**config.mk**
```make
export PLATFORM = sky130hd
export DESIGN_NAME = srt_rank_unit
export DESIGN_NICKNAME = d
export VERILOG_FILES = /design/src/rtl/source_dest_route_table_top_assert.svh /design/src/rtl/srt_pkg.sv /design/src/rtl/srt_rank_unit.sv
export SDC_FILE = /design/constraint.sdc
export NUM_CORES = 2
export LEC_CHECK = 0
export ABC_AREA = 1
export BUFFER_PORTS_ARGS = -buffer_cell sky130_fd_sc_hd__buf_4
export CAP_MARGIN = 10
export CORE_AREA = 2 2 628 630
export DETAILED_ROUTE_END_ITERATION = 6
export DIE_AREA = 0 0 630 632
export GPL_TIMING_DRIVEN = 0
export PLACE_DENSITY_LB_ADDON = 0.25
export SLEW_MARGIN = 20
export SYNTH_ARGS = -nofsm -noshare
export SYNTH_HDL_FRONTEND = slang
export SYNTH_SLANG_ARGS = --single-unit
```
**constraint.sdc**
```tcl
create_clock -name vclk -period 2.6
set_input_delay 0.13 -clock vclk [all_inputs]
set_output_delay 0.13 -clock vclk [all_outputs]
set_load 0.02 [all_outputs]
```
**src/rtl/source_dest_route_table_top_assert.svh**
```systemverilog
// Assertion macros shared by the route table RTL.
`ifndef SOURCE_DEST_ROUTE_TABLE_TOP_ASSERT_SVH
`define SOURCE_DEST_ROUTE_TABLE_TOP_ASSERT_SVH

// Same-cycle implication, checked on aclk outside reset.
`define SRT_ASSERT_NOW(lbl, ante, cons, msg) \
    lbl: assert property (@(posedge aclk) disable iff (!aresetn) (ante) |-> (cons)) \
        else $error(msg);

// Next-cycle implication, checked on aclk outside reset.
`define SRT_ASSERT_NEXT(lbl, ante, cons, msg) \
    lbl: assert property (@(posedge aclk) disable iff (!aresetn) (ante) |=> (cons)) \
        else $error(msg);

`endif

```
**src/rtl/srt_pkg.sv**
```systemverilog
// Types, constants and helper functions of the route table.
package srt_pkg;

    localparam int ROUTE_SLOTS = 64;
    localparam int SLOT_W = (ROUTE_SLOTS > 1) ? $clog2(ROUTE_SLOTS) : 1;
    localparam int CNT_W = $clog2(ROUTE_SLOTS + 1);

    localparam logic [1:0] OP_ADD = 2'd0;
    localparam logic [1:0] OP_DEL = 2'd1;
    localparam logic [1:0] OP_LOOKUP_SRC = 2'd2;
    localparam logic [1:0] OP_LOOKUP_ANY = 2'd3;

    localparam logic [1:0] ST_OK = 2'd0;
    localparam logic [1:0] ST_MISS = 2'd1;
    localparam logic [1:0] ST_FULL = 2'd2;

    localparam int IN_W = 456;
    localparam int OUT_W = 200;

    typedef struct packed {
        logic [63:0] src_hi;
        logic [63:0] src_lo;
        logic [63:0] dst_hi;
        logic [63:0] dst_lo;
        logic [63:0] gw_hi;
        logic [63:0] gw_lo;
        logic [7:0]  src_len;
        logic [7:0]  dst_len;
        logic [31:0] metric;
        logic [15:0] iface;
        logic        onlink;
    } route_t;

    typedef struct packed {
        logic qualify;
        logic better;
        logic same;
    } eval_t;

    // True when the prefix covers the address; lengths above 128 act as 128.
    function automatic logic pfx_covers(input logic [127:0] pfx, input logic [7:0] plen,
                                        input logic [127:0] addr);
        logic [127:0] mask;
        begin
            if (plen >= 8'd128) begin
                mask = '1;
            end else begin
                mask = ~({128{1'b1}} >> plen);
            end
            pfx_covers = ((pfx ^ addr) & mask) == 128'd0;
        end
    endfunction

    // Strict ranking: true when a is preferred over b.
    function automatic logic rank_gt(input route_t a, input route_t b);
        logic [448:0] ka;
        logic [448:0] kb;
        begin
            ka = {a.dst_len, a.src_len, ~a.metric, a.onlink, a.iface,
                  a.src_hi, a.src_lo, a.dst_hi, a.dst_lo, a.gw_hi, a.gw_lo};
            kb = {b.dst_len, b.src_len, ~b.metric, b.onlink, b.iface,
                  b.src_hi, b.src_lo, b.dst_hi, b.dst_lo, b.gw_hi, b.gw_lo};
            rank_gt = ka > kb;
        end
    endfunction

endpackage

```
**src/rtl/srt_rank_unit.sv**
```systemverilog
// Shared compare unit: judges one stored route against the query and the best so far.
module srt_rank_unit (
    input  logic [1:0]       op,
    input  srt_pkg::route_t  cur,
    input  srt_pkg::route_t  top,
    input  logic             top_found,
    input  srt_pkg::route_t  key,
    input  logic [127:0]     q_src,
    input  logic [127:0]     q_dst,
    output srt_pkg::eval_t   res
);
    import srt_pkg::*;

    logic dst_ok;
    logic src_ok;

    assign dst_ok = pfx_covers({cur.dst_hi, cur.dst_lo}, cur.dst_len, q_dst);
    assign src_ok = (op == OP_LOOKUP_ANY) ||
                    pfx_covers({cur.src_hi, cur.src_lo}, cur.src_len, q_src);

    assign res.qualify = dst_ok && src_ok;
    assign res.better = !top_found || rank_gt(cur, top);
    // Stored routes keep a zero next hop when on-link, so full equality is identity.
    assign res.same = (cur == key);

endmodule

```
# Word-level counts from Yosys, hierarchy flattened
# Index checks and enable logic that the tools add are counted.
# totals
memories	0
regBits	0
latch_bits	0
ram_bits	0
rom_bits	0
elab_cells	23
# classes
shifts	2
order_cmp	3
div_mod_pow	0
bitwise_logic	8
n_mux	2
reduce_logical	6
n_mul	0
n_eq_ne	2
add_sub_neg	0
# op_table
op	count
== test 449 bit	1
greater-than comparator 449 bit	1
bitwise AND 128 bit	2
zero test 128 bit	2
2-to-1 mux 128 bit	2
NOT 128 bit	2
>> shifter 128 x 8 -> 128 bit (first input constant)	2
bitwise XOR 128 bit	2
NOT 32 bit	2
greater-or-equal comparator 8 bit (second input constant)	2
== test 2 bit (second input constant)	1
logical OR 1 bit	2
logical AND 1 bit	1
zero test 1 bit	1

# Longest topological paths before layout
# logic_depth
ltp_word	7
ltp_mapped	20

# Worst setup path before layout
# Ideal clock, no wire load.
# synth_path
kind	input to output
start	input port cur[54] (netlist name)
end	output port res[0] (netlist name)
required_time_ns	2.470
t_arrival_ns	1.632
stages	9
slack_ns	0.838
path_cell_list	buf_2 -> buf_1 -> xor2_1 -> nor4_1 -> nand4_1 -> nand3b_1 -> nor2_1 -> nand2_1 -> nor2_1
# synth_lines
item	line_no	text
start: declaration	srt_rank_unit.sv:4	input srt_pkg::route_t cur,
end: declaration	srt_rank_unit.sv:10	output srt_pkg::eval_t res

==> impl_metrics.toml <==
[run_status]
status = "finished, violations left"
violations = "setup timing"

[routing]
drt_pass1_iterations = 5
routedWlPerCell_um = 32.14
remaining_drc_errors = 0
wirelength_um = 347300
vias = 34210
routed_via_density = 3.166
antenna_left = 0
drtIter0Drc = 2459

[placement]
dp.cells = 10730
dpl.hpwl_um = 333200
pre_cts_ws_ns = -1.754
place.gp.congestion = 0.9666
port_buffers = 1609

[setup_path]
crit_path_max_incr_delay_ns = 0.67
worstSetupStartpoint = "top[264]"
crit_path_end_kind = "output port"
cp.arrival_ns = 3.25
critPathBufInv = 4
worstSetupStartpointType = "input pin"
critical_path_class = "in -> out"
required_ns = 2.47
cp_slowest_cell = "nand4_1"
critPathMaxFanout = 3
path_cells = "buf_4 > inv_2 > ha_4 > nand2_4 > nor2_4 > buf_12 > nand4_1 > nor3_2 > nand4_1 > nor2_1 > nand3_1 > nand2_4 > nand2_2 > buf_6"
critPathTopFamily = "simple AND/OR/NAND/NOR gates"

[pwr]
power_density_mw_per_mm2 = 172.1
ir_worst_vdd_mv = 0.05595
leakage_nw = 21.24

[floorplan]
core_sq_mm = 0.3914
row_count = 230
ios = 1609
die_y_um = 632
dieArea_sq_mm = 0.3982
die_w_um = 630
initial_utilization_pct = 6.032

[run]
maxCapViolCount = 0

[hold_path]
worstHoldStart = "top_found"
hold-path-cell-count = 3
whs_endpoint = "res[1]"
min_path_type = "in -> out"

[finish]
nClkBuffers = 0
layoutNonFillerInstCount = 10810
drive_gt1_share_pct = 33.11
fin_util_pct = 11.12
syn2layout_area_growth_pct = 84.34
seq_cell_count = 0
seq_area_sq_um = 0
final_nets = 7578

[timing]
fin_ws_ns = -0.7826
max_freq_mhz = 295.6
setup_viol = 3
period_share_pct = 130.1
rsz0062_at_grt = "true"
hold_violations = 0
maxSlewViolCount = 0
period_minus_slack_ns = 3.383
relSlewSlack_pct = 31.24
setup_tns_ns = -1.485
worst_slew_pin_slew_ns = 1.024

[global_route]
grt_pass1_vias = 33010
grt_overflow_total = 0
grt_max_degree = 11
track_usage_pct = 16.67
grt_pass1_wl_um = 414700
antenna_found_initial = 266

[synthesis]
netlist-cell-type-count = 48
yosysTopAreaCell = "ha_1"
seq_area_frac_synth_pct = 0
syn_area_sq_mm = 0.02361
syn-num-nets = 5930
syn_inst = 3875
avgSynthCellArea_sq_um = 6.092
ys_top_cells_by_area = "ha_1 24%, nand2_1 14%, xnor2_1 13%"
ys.warnings.count = 0
netlist.area_leader.share_pct = 23.80

[clock_tree]
hold_buffers = 0
[per-layer routing]
layer	routed length [um]	vias up	GRT usage (%)
li1	-	15930	-
met1	129200	15820	18.34
met2	171900	1769	30.01
met3	32360	544	5.830
met4	12880	150	4.716
met5	991	-	0
[synthesized netlist by cell type (all sizes together)]
cell     count
nand2      862
a21boi       2
nand4      116
o21a        26
ha         449
o2111ai      7
o31ai        3
nor2b        1
clkinv       1
or2         33
nand3b       6
nor3b        5
a211oi       8
and3         4
nor4        59
xor2       299
a21oi      263
o21bai       5
o211a        1
buf         26
xnor2      350
nor2       266
inv        677
o21ai      167
and2         3
a31oi        7
clkbuf      13
o211ai      22
nor4b        1
nand2b       1
nand3      115
o22ai        5
nor3        54
a21o        11
a22oi        7
[cell families after synthesis]
family / count (synthesis) / synth area share (%)
simple gates: 1526 / 28.09
buf+inv: 717 / 11.60
compound gates: 534 / 12.44
xor+xnor: 649 / 24.08
fa+ha+maj: 449 / 23.80
[how the worst max path moves through the flow]
| stage | endpoint | slack [ns] | cells after the start |
|---|---|---|---|
| after floorplan | res[0] | 0.84 | 9 |
| after global placement | res[1] | -4.22 | 13 |
| after detailed placement | res[2] | -1.75 | 14 |
| after CTS | res[1] | -0.87 | 14 |
| after global routing | res[1] | -0.74 | 14 |
| final | res[1] | -0.78 | 14 |
[what timing repair did]
| item | 4_1_cts | 5_1_grt |
|---|---|---|
| setup endpoints to repair | 3 | 3 |
| pin swaps | 25 | 25 |
| gates resized for setup | 96 | 42 |
| buffers inserted | 4 | 9 |
[layout make-up]
cell class | count | area [sq um]
fillers | 46310 | 347900
multi-input cells | 3158 | 21480
repair buffers | 1646 | 12510
well taps | 5220 | 6531
inverters | 678 | 2554
plain buffers | 39 | 275.3
diodes | 65 | 162.7
[stage by stage]
stage          cell area, sq um  total power, mW  hold slack (ns)
3_3_place_gp              42220            7.416           0.5301
5_1_grt                   43420            8.141           0.5113
2_1_floorplan             23610            2.745           0.3816
6_report                  43520            7.488           0.5140
3_5_place_dp              42670            7.488           0.5342
4_1_cts                   43140            7.606           0.5349
[placed cells by master (no fill, tap or decap), types with 15 or more instances in the layout]
cell      instances
inv_1           659
xnor2_1         338
nand2_1         845
inv_2            15
nor4_1           39
xor2_1          293
o211ai_1         22
diode_2          65
nor2_1          238
buf_4          1632
o21ai_0         138
nand4_1         116
nor3_1           50
ha_1            445
nand3_1         112
o21a_1           26
nor2_4           15
a21oi_1         259
or2_2            33
o21ai_1          28
[tightest hold or removal path, delay by kind of cell]
kind	cells	cell delay, ns
buf+inv	2	0.21
simple gates	1	0.04
[power by group]
part | internal, mW | total (mW) | switching [mW]
combinational | 3.21 | 7.49 | 4.28
sequential | 0 | 0 | 0
clock | 0.00000301 | 0.00000301 | 0
total | 3.21 | 7.49 | 4.28
Power figures use the tool's default switching activity.
